**src/rtl/flvd_pkg.sv**
```systemverilog
`timescale 1ns / 1ps
// ----------------------------------------------------------------------------
// flvd_pkg
// Shared types and constants for the FLV tag deframer: parse phases,
// record kinds, the record carried between parser and result queue.
// ----------------------------------------------------------------------------
package flvd_pkg;

  // parse phase of the byte stream
  typedef enum logic [2:0] {
    PH_FILE_HDR = 3'd0,
    PH_SKIP     = 3'd1,
    PH_PREV     = 3'd2,
    PH_TAG_HDR  = 3'd3,
    PH_PAYLOAD  = 3'd4
  } phase_e;

  // kind of result record
  typedef enum logic [1:0] {
    KIND_FILE_HDR = 2'd0,
    KIND_TAG_HDR  = 2'd1,
    KIND_PAYLOAD  = 2'd2
  } rec_kind_e;

  // one result record, unused fields held at zero
  typedef struct packed {
    rec_kind_e   kind;
    logic [7:0]  version;
    logic        has_audio;
    logic        has_video;
    logic [31:0] header_length;
    logic [7:0]  tag_type;
    logic [23:0] data_size;
    logic [31:0] timestamp;
    logic [23:0] stream_id;
    logic [7:0]  payload_byte;
    logic        last_of_tag;
  } rec_t;

  // byte positions and lengths in the container
  localparam logic [31:0] FileHdrLen    = 32'd9;
  localparam logic [31:0] FileHdrLast   = 32'd8;
  localparam logic [31:0] FileVerPos    = 32'd3;
  localparam logic [31:0] FileFlagPos   = 32'd4;
  localparam logic [31:0] FileLenPos    = 32'd5;
  localparam logic [31:0] PrevSizeLast  = 32'd3;
  localparam logic [31:0] TagTypePos    = 32'd0;
  localparam logic [31:0] TagSizeLast   = 32'd3;
  localparam logic [31:0] TagTimeLast   = 32'd6;
  localparam logic [31:0] TagExtPos     = 32'd7;
  localparam logic [31:0] TagHdrLast    = 32'd10;

  // audio flag bit and video flag bit of header byte 4
  localparam int unsigned AudioBit = 2;
  localparam int unsigned VideoBit = 0;

  // result queue geometry
  localparam int unsigned QDepth = 2;
  localparam int unsigned QPtrW  = (QDepth > 1) ? $clog2(QDepth) : 1;
  localparam int unsigned QCntW  = $clog2(QDepth + 1);

endpackage

```
**src/rtl/flv_tag_deframer.sv**
```systemverilog
`timescale 1ns / 1ps
// ----------------------------------------------------------------------------
// flv_tag_deframer
// Byte-serial FLV container deframer: file header record, tag header
// records and payload bytes marked with the end of each tag.
// ----------------------------------------------------------------------------
// output: with the record queue empty, a byte that yields a record shows it
//   on the result ports right after the edge that accepts the byte
// throughput: one byte per cycle while not full; full is high while the
//   two-entry queue holds two records, which only happens once pops stall
// reset: asynchronous, clears the parser to the file header phase and
//   empties the record queue
module flv_tag_deframer (
  input  logic        clk_i,
  input  logic        rst_ni,
  input  logic        push,
  output logic        full,
  input  logic [7:0]  data_byte_i,
  output logic        empty,
  input  logic        pop,
  output logic [1:0]  record_kind_o,
  output logic [7:0]  version_o,
  output logic        has_audio_o,
  output logic        has_video_o,
  output logic [31:0] header_length_o,
  output logic [7:0]  tag_type_o,
  output logic [23:0] data_size_o,
  output logic [31:0] timestamp_o,
  output logic [23:0] stream_id_o,
  output logic [7:0]  payload_byte_o,
  output logic        last_of_tag_o
);

  logic           beat;
  logic           rec_valid;
  flvd_pkg::rec_t rec_in;
  flvd_pkg::rec_t rec_out;

  // input beat accepted
  assign beat = push && !full;

  // front: parse and build records
  flvd_front u_front (
    .clk_i       (clk_i),
    .rst_ni      (rst_ni),
    .beat_i      (beat),
    .byte_i      (data_byte_i),
    .rec_valid_o (rec_valid),
    .rec_o       (rec_in)
  );

  // back: record queue towards the result side
  flvd_queue u_queue (
    .clk_i   (clk_i),
    .rst_ni  (rst_ni),
    .push_i  (rec_valid),
    .rec_i   (rec_in),
    .pop_i   (pop),
    .full_o  (full),
    .empty_o (empty),
    .rec_o   (rec_out)
  );

  // result fields
  assign record_kind_o   = rec_out.kind;
  assign version_o       = rec_out.version;
  assign has_audio_o     = rec_out.has_audio;
  assign has_video_o     = rec_out.has_video;
  assign header_length_o = rec_out.header_length;
  assign tag_type_o      = rec_out.tag_type;
  assign data_size_o     = rec_out.data_size;
  assign timestamp_o     = rec_out.timestamp;
  assign stream_id_o     = rec_out.stream_id;
  assign payload_byte_o  = rec_out.payload_byte;
  assign last_of_tag_o   = rec_out.last_of_tag;

endmodule

```
**src/rtl/flvd_front.sv**
```systemverilog
`timescale 1ns / 1ps
// ----------------------------------------------------------------------------
// flvd_front
// Byte parser: tracks the container phase, gathers header fields and builds
// one record for each byte that completes a header or carries payload.
// ----------------------------------------------------------------------------
module flvd_front (
  input  logic             clk_i,
  input  logic             rst_ni,
  input  logic             beat_i,
  input  logic [7:0]       byte_i,
  output logic             rec_valid_o,
  output flvd_pkg::rec_t   rec_o
);

  flvd_pkg::phase_e phase_q, phase_d;
  logic [31:0] count_q, count_d;
  logic [31:0] shift_q, shift_d;
  logic [7:0]  version_q, version_d;
  logic        audio_q, audio_d;
  logic        video_q, video_d;
  logic [7:0]  type_q, type_d;
  logic [23:0] size_q, size_d;
  logic [23:0] time_q, time_d;
  logic [7:0]  ext_q, ext_d;

  logic [31:0] count_dec;
  logic [31:0] hdr_len;

  // control state
  always_ff @(posedge clk_i or negedge rst_ni) begin
    if (!rst_ni) begin
      phase_q <= flvd_pkg::PH_FILE_HDR;
      count_q <= '0;
      shift_q <= '0;
      version_q <= '0;
      audio_q <= 1'b0;
      video_q <= 1'b0;
      type_q <= '0;
      size_q <= '0;
      time_q <= '0;
      ext_q <= '0;
    end else begin
      phase_q <= phase_d;
      count_q <= count_d;
      shift_q <= shift_d;
      version_q <= version_d;
      audio_q <= audio_d;
      video_q <= video_d;
      type_q <= type_d;
      size_q <= size_d;
      time_q <= time_d;
      ext_q <= ext_d;
    end
  end

  // saturating down count for skip and payload regions
  assign count_dec = (count_q != '0) ? (count_q - 32'd1) : count_q;
  // header length completes with the current beat
  assign hdr_len = {shift_q[23:0], byte_i};

  // phase decode and record build
  always_comb begin
    phase_d = phase_q;
    count_d = count_q;
    shift_d = shift_q;
    version_d = version_q;
    audio_d = audio_q;
    video_d = video_q;
    type_d = type_q;
    size_d = size_q;
    time_d = time_q;
    ext_d = ext_q;
    rec_valid_o = 1'b0;
    rec_o = '0;
    if (beat_i) begin
      case (phase_q)
        flvd_pkg::PH_FILE_HDR: begin
          if (count_q == flvd_pkg::FileVerPos) begin
            version_d = byte_i;
          end else if (count_q == flvd_pkg::FileFlagPos) begin
            audio_d = byte_i[flvd_pkg::AudioBit];
            video_d = byte_i[flvd_pkg::VideoBit];
          end else if (count_q >= flvd_pkg::FileLenPos) begin
            shift_d = hdr_len;
          end
          if (count_q < flvd_pkg::FileHdrLast) begin
            count_d = count_q + 32'd1;
          end else begin
            rec_valid_o = 1'b1;
            rec_o.kind = flvd_pkg::KIND_FILE_HDR;
            rec_o.version = version_q;
            rec_o.has_audio = audio_q;
            rec_o.has_video = video_q;
            rec_o.header_length = hdr_len;
            shift_d = '0;
            if (hdr_len > flvd_pkg::FileHdrLen) begin
              count_d = hdr_len - flvd_pkg::FileHdrLen;
              phase_d = flvd_pkg::PH_SKIP;
            end else begin
              count_d = '0;
              phase_d = flvd_pkg::PH_PREV;
            end
          end
        end
        flvd_pkg::PH_SKIP: begin
          count_d = count_dec;
          if (count_dec == '0) phase_d = flvd_pkg::PH_PREV;
        end
        flvd_pkg::PH_PREV: begin
          if (count_q < flvd_pkg::PrevSizeLast) begin
            count_d = count_q + 32'd1;
          end else begin
            count_d = '0;
            shift_d = '0;
            phase_d = flvd_pkg::PH_TAG_HDR;
          end
        end
        flvd_pkg::PH_TAG_HDR: begin
          if (count_q == flvd_pkg::TagTypePos) begin
            type_d = byte_i;
          end else if (count_q <= flvd_pkg::TagSizeLast) begin
            size_d = {size_q[15:0], byte_i};
          end else if (count_q <= flvd_pkg::TagTimeLast) begin
            time_d = {time_q[15:0], byte_i};
          end else if (count_q == flvd_pkg::TagExtPos) begin
            ext_d = byte_i;
          end else begin
            shift_d = {8'd0, shift_q[15:0], byte_i};
          end
          if (count_q < flvd_pkg::TagHdrLast) begin
            count_d = count_q + 32'd1;
          end else begin
            rec_valid_o = 1'b1;
            rec_o.kind = flvd_pkg::KIND_TAG_HDR;
            rec_o.tag_type = type_q;
            rec_o.data_size = size_q;
            rec_o.timestamp = {ext_q, time_q};
            rec_o.stream_id = {shift_q[15:0], byte_i};
            shift_d = '0;
            if (size_q == '0) begin
              rec_o.last_of_tag = 1'b1;
              count_d = '0;
              phase_d = flvd_pkg::PH_PREV;
            end else begin
              count_d = {8'd0, size_q};
              phase_d = flvd_pkg::PH_PAYLOAD;
            end
          end
        end
        flvd_pkg::PH_PAYLOAD: begin
          rec_valid_o = 1'b1;
          rec_o.kind = flvd_pkg::KIND_PAYLOAD;
          rec_o.payload_byte = byte_i;
          count_d = count_dec;
          if (count_dec == '0) begin
            rec_o.last_of_tag = 1'b1;
            phase_d = flvd_pkg::PH_PREV;
          end
        end
        default: begin
          count_d = '0;
          phase_d = flvd_pkg::PH_PREV;
        end
      endcase
    end
  end

  // records only come out of an accepted beat
  assert property (@(posedge clk_i) disable iff (!rst_ni)
    rec_valid_o |-> beat_i)
    else $error("record without an accepted beat");

  // a file header record only ends the file header phase
  assert property (@(posedge clk_i) disable iff (!rst_ni)
    (rec_valid_o && rec_o.kind == flvd_pkg::KIND_FILE_HDR)
      |=> phase_q != flvd_pkg::PH_FILE_HDR)
    else $error("file header record left parser in file header phase");

  // the payload region always has bytes left to come
  assert property (@(posedge clk_i) disable iff (!rst_ni)
    phase_q == flvd_pkg::PH_PAYLOAD |-> count_q != '0)
    else $error("payload phase with zero bytes remaining");

endmodule

```
**src/rtl/flvd_queue.sv**
```systemverilog
`timescale 1ns / 1ps
// ----------------------------------------------------------------------------
// flvd_queue
// Short record queue between the parser and the result side; it holds up to
// two records while the result side stalls, and full then holds the input.
// ----------------------------------------------------------------------------
module flvd_queue (
  input  logic            clk_i,
  input  logic            rst_ni,
  input  logic            push_i,
  input  flvd_pkg::rec_t  rec_i,
  input  logic            pop_i,
  output logic            full_o,
  output logic            empty_o,
  output flvd_pkg::rec_t  rec_o
);

  flvd_pkg::rec_t mem_q [flvd_pkg::QDepth];
  logic [flvd_pkg::QPtrW-1:0] wr_ptr_q, wr_ptr_d;
  logic [flvd_pkg::QPtrW-1:0] rd_ptr_q, rd_ptr_d;
  logic [flvd_pkg::QCntW-1:0] count_q, count_d;
  logic do_pop;

  assign full_o  = (count_q == flvd_pkg::QCntW'(flvd_pkg::QDepth));
  assign empty_o = (count_q == '0);
  assign do_pop  = pop_i && !empty_o;
  assign rec_o   = mem_q[rd_ptr_q];

  // pointer and fill level update
  always_comb begin
    wr_ptr_d = wr_ptr_q;
    rd_ptr_d = rd_ptr_q;
    count_d = count_q;
    if (push_i) begin
      if (wr_ptr_q == flvd_pkg::QPtrW'(flvd_pkg::QDepth - 1)) wr_ptr_d = '0;
      else wr_ptr_d = wr_ptr_q + flvd_pkg::QPtrW'(1);
    end
    if (do_pop) begin
      if (rd_ptr_q == flvd_pkg::QPtrW'(flvd_pkg::QDepth - 1)) rd_ptr_d = '0;
      else rd_ptr_d = rd_ptr_q + flvd_pkg::QPtrW'(1);
    end
    if (push_i && !do_pop) count_d = count_q + flvd_pkg::QCntW'(1);
    else if (!push_i && do_pop) count_d = count_q - flvd_pkg::QCntW'(1);
  end

  // control registers
  always_ff @(posedge clk_i or negedge rst_ni) begin
    if (!rst_ni) begin
      wr_ptr_q <= '0;
      rd_ptr_q <= '0;
      count_q <= '0;
    end else begin
      wr_ptr_q <= wr_ptr_d;
      rd_ptr_q <= rd_ptr_d;
      count_q <= count_d;
    end
  end

  // record storage
  always_ff @(posedge clk_i) begin
    if (push_i) mem_q[wr_ptr_q] <= rec_i;
  end

  // never written while full
  assert property (@(posedge clk_i) disable iff (!rst_ni)
    !(push_i && full_o))
    else $error("record pushed into full queue");

  // fill level stays within the depth
  assert property (@(posedge clk_i) disable iff (!rst_ni)
    count_q <= flvd_pkg::QCntW'(flvd_pkg::QDepth))
    else $error("queue fill level beyond depth");

  // a lone push raises the fill level by one
  assert property (@(posedge clk_i) disable iff (!rst_ni)
    (push_i && !do_pop) |=> count_q == $past(count_q) + flvd_pkg::QCntW'(1))
    else $error("queue fill level did not follow a push");

endmodule

```
**config.mk**
```make
export PLATFORM = sky130hd
export DESIGN_NAME = flv_tag_deframer
export DESIGN_NICKNAME = d
export VERILOG_FILES = /design/src/rtl/flvd_pkg.sv /design/src/rtl/flv_tag_deframer.sv /design/src/rtl/flvd_front.sv /design/src/rtl/flvd_queue.sv
export SDC_FILE = /design/constraint.sdc
export NUM_CORES = 1
export LEC_CHECK = 0
export BUFFER_PORTS_ARGS = -buffer_cell sky130_fd_sc_hd__buf_2
export CAP_MARGIN = 20
export CORE_MARGIN = 1.5
export CORE_UTILIZATION = 40
export DETAILED_ROUTE_END_ITERATION = 10
export PLACE_DENSITY = 0.6
export SLEW_MARGIN = 20
export SYNTH_ARGS = -nofsm -noshare
export SYNTH_HDL_FRONTEND = slang
export SYNTH_SLANG_ARGS = --single-unit
```
**constraint.sdc**
```tcl
create_clock -name clk_i -period 24.9 [get_ports clk_i]
set_clock_uncertainty 0.05 [all_clocks]
set_input_delay 1.245 -clock clk_i [delete_from_list [all_inputs] [get_ports clk_i]]
set_output_delay 1.245 -clock clk_i [all_outputs]
set_load 0.005 [all_outputs]
```
==> out/metrics.yaml <==
cp.depth: 8
gp_congestion: 0.9281
holdCritPathClass: "register to register"
coreArea_um2: 46850
synth_nets: 1435
p_seq_frac: 0.385
cts_tree: "done"
ir_drop_v: 0.00006184
cp_top_family: "simple AND/OR/NAND/NOR gates"
drv_cap: 0
crit_chain: "or4_1, nor3_1, and4_1, nor3_4, nor2_1, nor2_1, and2_4, buf_4"
grt_max_degree: 86
max_slew_margin: 0.2961
row_count: 79
fin_ws_ns: 19.69
grt_pass1_vias: 12579
grt_use_total: 0.2114
drive_gt1_frac: 0.3001
clk_latency_ns: 0.57
synth_area_um2: 19090
drc_errors: 0
p_leak_uw: 0.008490
dieArea_um2: 49060
finalSetupTns_ns: 0
wl_per_cell_um: 23.61
cts_resized: 0
dr.pass1.iters: 6
p_switching_uw: 872.4
post_cts_buffers: 0
syn_avg_cell_area_um2: 13.48
yosysWarnings: 0
slowest_delay_ns: 0.91
cts_buffer_depth: 3
synth_edf_count: 282
end_kind: "register"
start_kind: "register"
drt_iter0_drc: 1005
startpoint: "u_front.count_q[5]"
p_clk_frac: 0.274
swShare: 0.3608
hold_viol: 0
cp.required_ns: 25.03
io_pins: 155
synthFlopType: "edfxtp_1"
power_density_nw_per_um2: 110.3
cts_buffers: 44
cts.clk_slew.worst_paths_ns: 0.06
ys_types: 71
r2r_slack_ns: 19.69
dieHeight_um: 221.5
vias_per_cell: 5.622
r2r-end: "u_queue.mem_q[1][75]"
cts_sinks: 419
syn2layout_area_growth_pct: 14.84
slowest_stage: "buf_4"
rsz0062_at_grt: "no"
path_class: "register to register"
power_frac_comb: 0.341
cpMostUsedCell: "nor2_1"
layout_min_cycle_time_ns: 5.215
cts.hold.buffers_added: 0
dp_worst_setup_slack_ns: 19.63
fin_nets: 1566
slew_viol_final: 0
clock.fmax_mhz: 191.8
diodes: 0
fin_util: 0.4680
final_cell_mix: "282 x edfxtp_1, 198 x mux2_2, 153 x buf_2, 136 x dfrtp_1, 78 x and2_1"
dieWidth_um: 221.5
htree_levels: 2
synthArstFlopShare: 0.3270
stdcell_area_um2: 21930
critPathBufInv: 1
dp_hpwl_um: 33970
ys_ff_latch: 419
ys_seq_area_frac: 0.6230
vias: 12312
worstReg2RegStart: "u_front.count_q[5]"
routed_wl_um: 51700
placed_area_um2: 20440
final_common_cell: "edfxtp_1"
antenna_found_initial: 2
cts_root_buf: "clkbuf_16"
status: "complete, no violations"
syn_inst: 1416
io_buffers: 154
fillers: 4239
initial_utilization: 0.4075
p_int_uw: 1545
rr_worst_depth: 8
cp.arrival_ns: 5.34
layout_worst_path_cycle_share: 0.2094
endpoint: "u_queue.mem_q[1][75]"
worst_slew_pin_slew_ns: 1.056
grt_pass1_wl_um: 79680
finalSetupViolations: 0
ant_nets: 0
path_max_fanout: 74
overflow: 0
==> sequential cells by signal (all words and copies together) (netlist names) <==
register	count
u_front.audio_q	1
u_front.count_q	32
u_front.ext_q	8
u_front.phase_q	3
u_front.shift_q	24
u_front.size_q	24
u_front.time_q	24
u_front.type_q	8
u_front.version_q	8
u_front.video_q	1
u_queue.count_q	2
u_queue.mem_q	282
u_queue.rd_ptr_q	1
u_queue.wr_ptr_q	1
==> cells in the mapped netlist, types with 4 or more instances <==
cell	instances	share of area
a222oi_1	9	0.0047
o31a_1	5	0.0023
edfxtp_1	282	0.44
a22o_1	11	0.0050
nand4_1	13	0.0043
nor3_2	8	0.0042
mux2_1	17	0.010
nand2_1	75	0.015
nor3_1	49	0.013
nand2b_1	6	0.0020
o31ai_1	11	0.0043
ha_1	7	0.0046
nand3_1	16	0.0042
o22ai_1	6	0.0020
a21oi_1	31	0.0081
nor2_1	45	0.0088
a221oi_1	5	0.0023
dfrtp_1	137	0.18
mux2i_1	26	0.014
buf_6	5	0.0029
a22oi_1	4	0.0016
buf_2	9	0.0024
or4_1	8	0.0031
mux2_2	198	0.12
inv_1	36	0.0071
and3_1	46	0.015
or3_1	10	0.0033
xor2_1	8	0.0037
and2_1	79	0.026
xnor2_1	30	0.014
nor4_1	30	0.0098
nor4_4	5	0.0056
clkbuf_1	66	0.013
o21ai_0	57	0.015
==> worst reg2reg max path, cell delays in order, from the launching register on <==
cell     delay, ns
dfrtp_1       0.57
or4_1         0.42
nor3_1        0.19
and4_1        0.55
nor3_4        0.79
nor2_1        0.17
nor2_1        0.27
and2_4        0.82
buf_4         0.92
==> how the worst min path moves through the flow <==
stage / depth (start not counted) / end / from
2_1_floorplan: 1 / u_queue.wr_ptr_q / u_queue.wr_ptr_q
3_3_place_gp: 1 / u_front.type_q[3] / u_front.type_q[3]
3_5_place_dp: 1 / u_front.ext_q[7] / u_front.ext_q[7]
4_1_cts: 1 / u_front.ext_q[5] / u_front.ext_q[5]
5_1_grt: 1 / u_front.time_q[16] / u_front.time_q[16]
6_report: 1 / u_front.ext_q[5] / u_front.ext_q[5]
==> area by class of cell <==
type,count,area [µm²],share of cell area
Clock inverter,15,168.9,0.007703
Timing Repair Buffer,171,932.1,0.04251
Tap cell,607,759.5,0.03464
Multi-Input combinational cell,875,6731,0.3070
Clock buffer,67,1300,0.05929
Sequential cell,419,11900,0.5427
Inverter,36,135.1,0.006163
==> power groups by stage <==
stage | logic [µW] | clock network, µW | registers (µW)
finish | 825 | 663 | 930
global route | 895 | 707 | 943
CTS | 810 | 678 | 943
detailed placement | 805 | 0 | 956
global placement | 811 | 0 | 951
floorplan | 619 | 0 | 936
==> cells by family after synthesis <==
logic type,count (synthesis),share of synthesized area
simple gates,420,0.1294
mux,241,0.1404
compound gates,169,0.05799
buf+inv,122,0.02713
fa+ha+maj,7,0.004587
flops,419,0.6230
xor+xnor,38,0.01743
==> metal layers <==
metal  part of all wire  vias up  wire (µm)  global-route usage
li1                   -     5579          -                   -
met5            0.00044        -         23                   0
met4              0.040        4       2065             0.08396
met3              0.046      109       2392             0.03532
met2               0.47      333      24200              0.3347
met1               0.45     6287      23020              0.2911
==> through the flow <==
stage	power [µW]	hold WS (ns)	instances
finish	2418	0.4461	2190
global route	2544	0.4589	2190
CTS	2430	0.4506	2189
detailed placement	1761	0.4378	2107
global placement	1763	0.4307	2105
floorplan	1555	0.4063	1416
(Power assumes the default switching activity.)
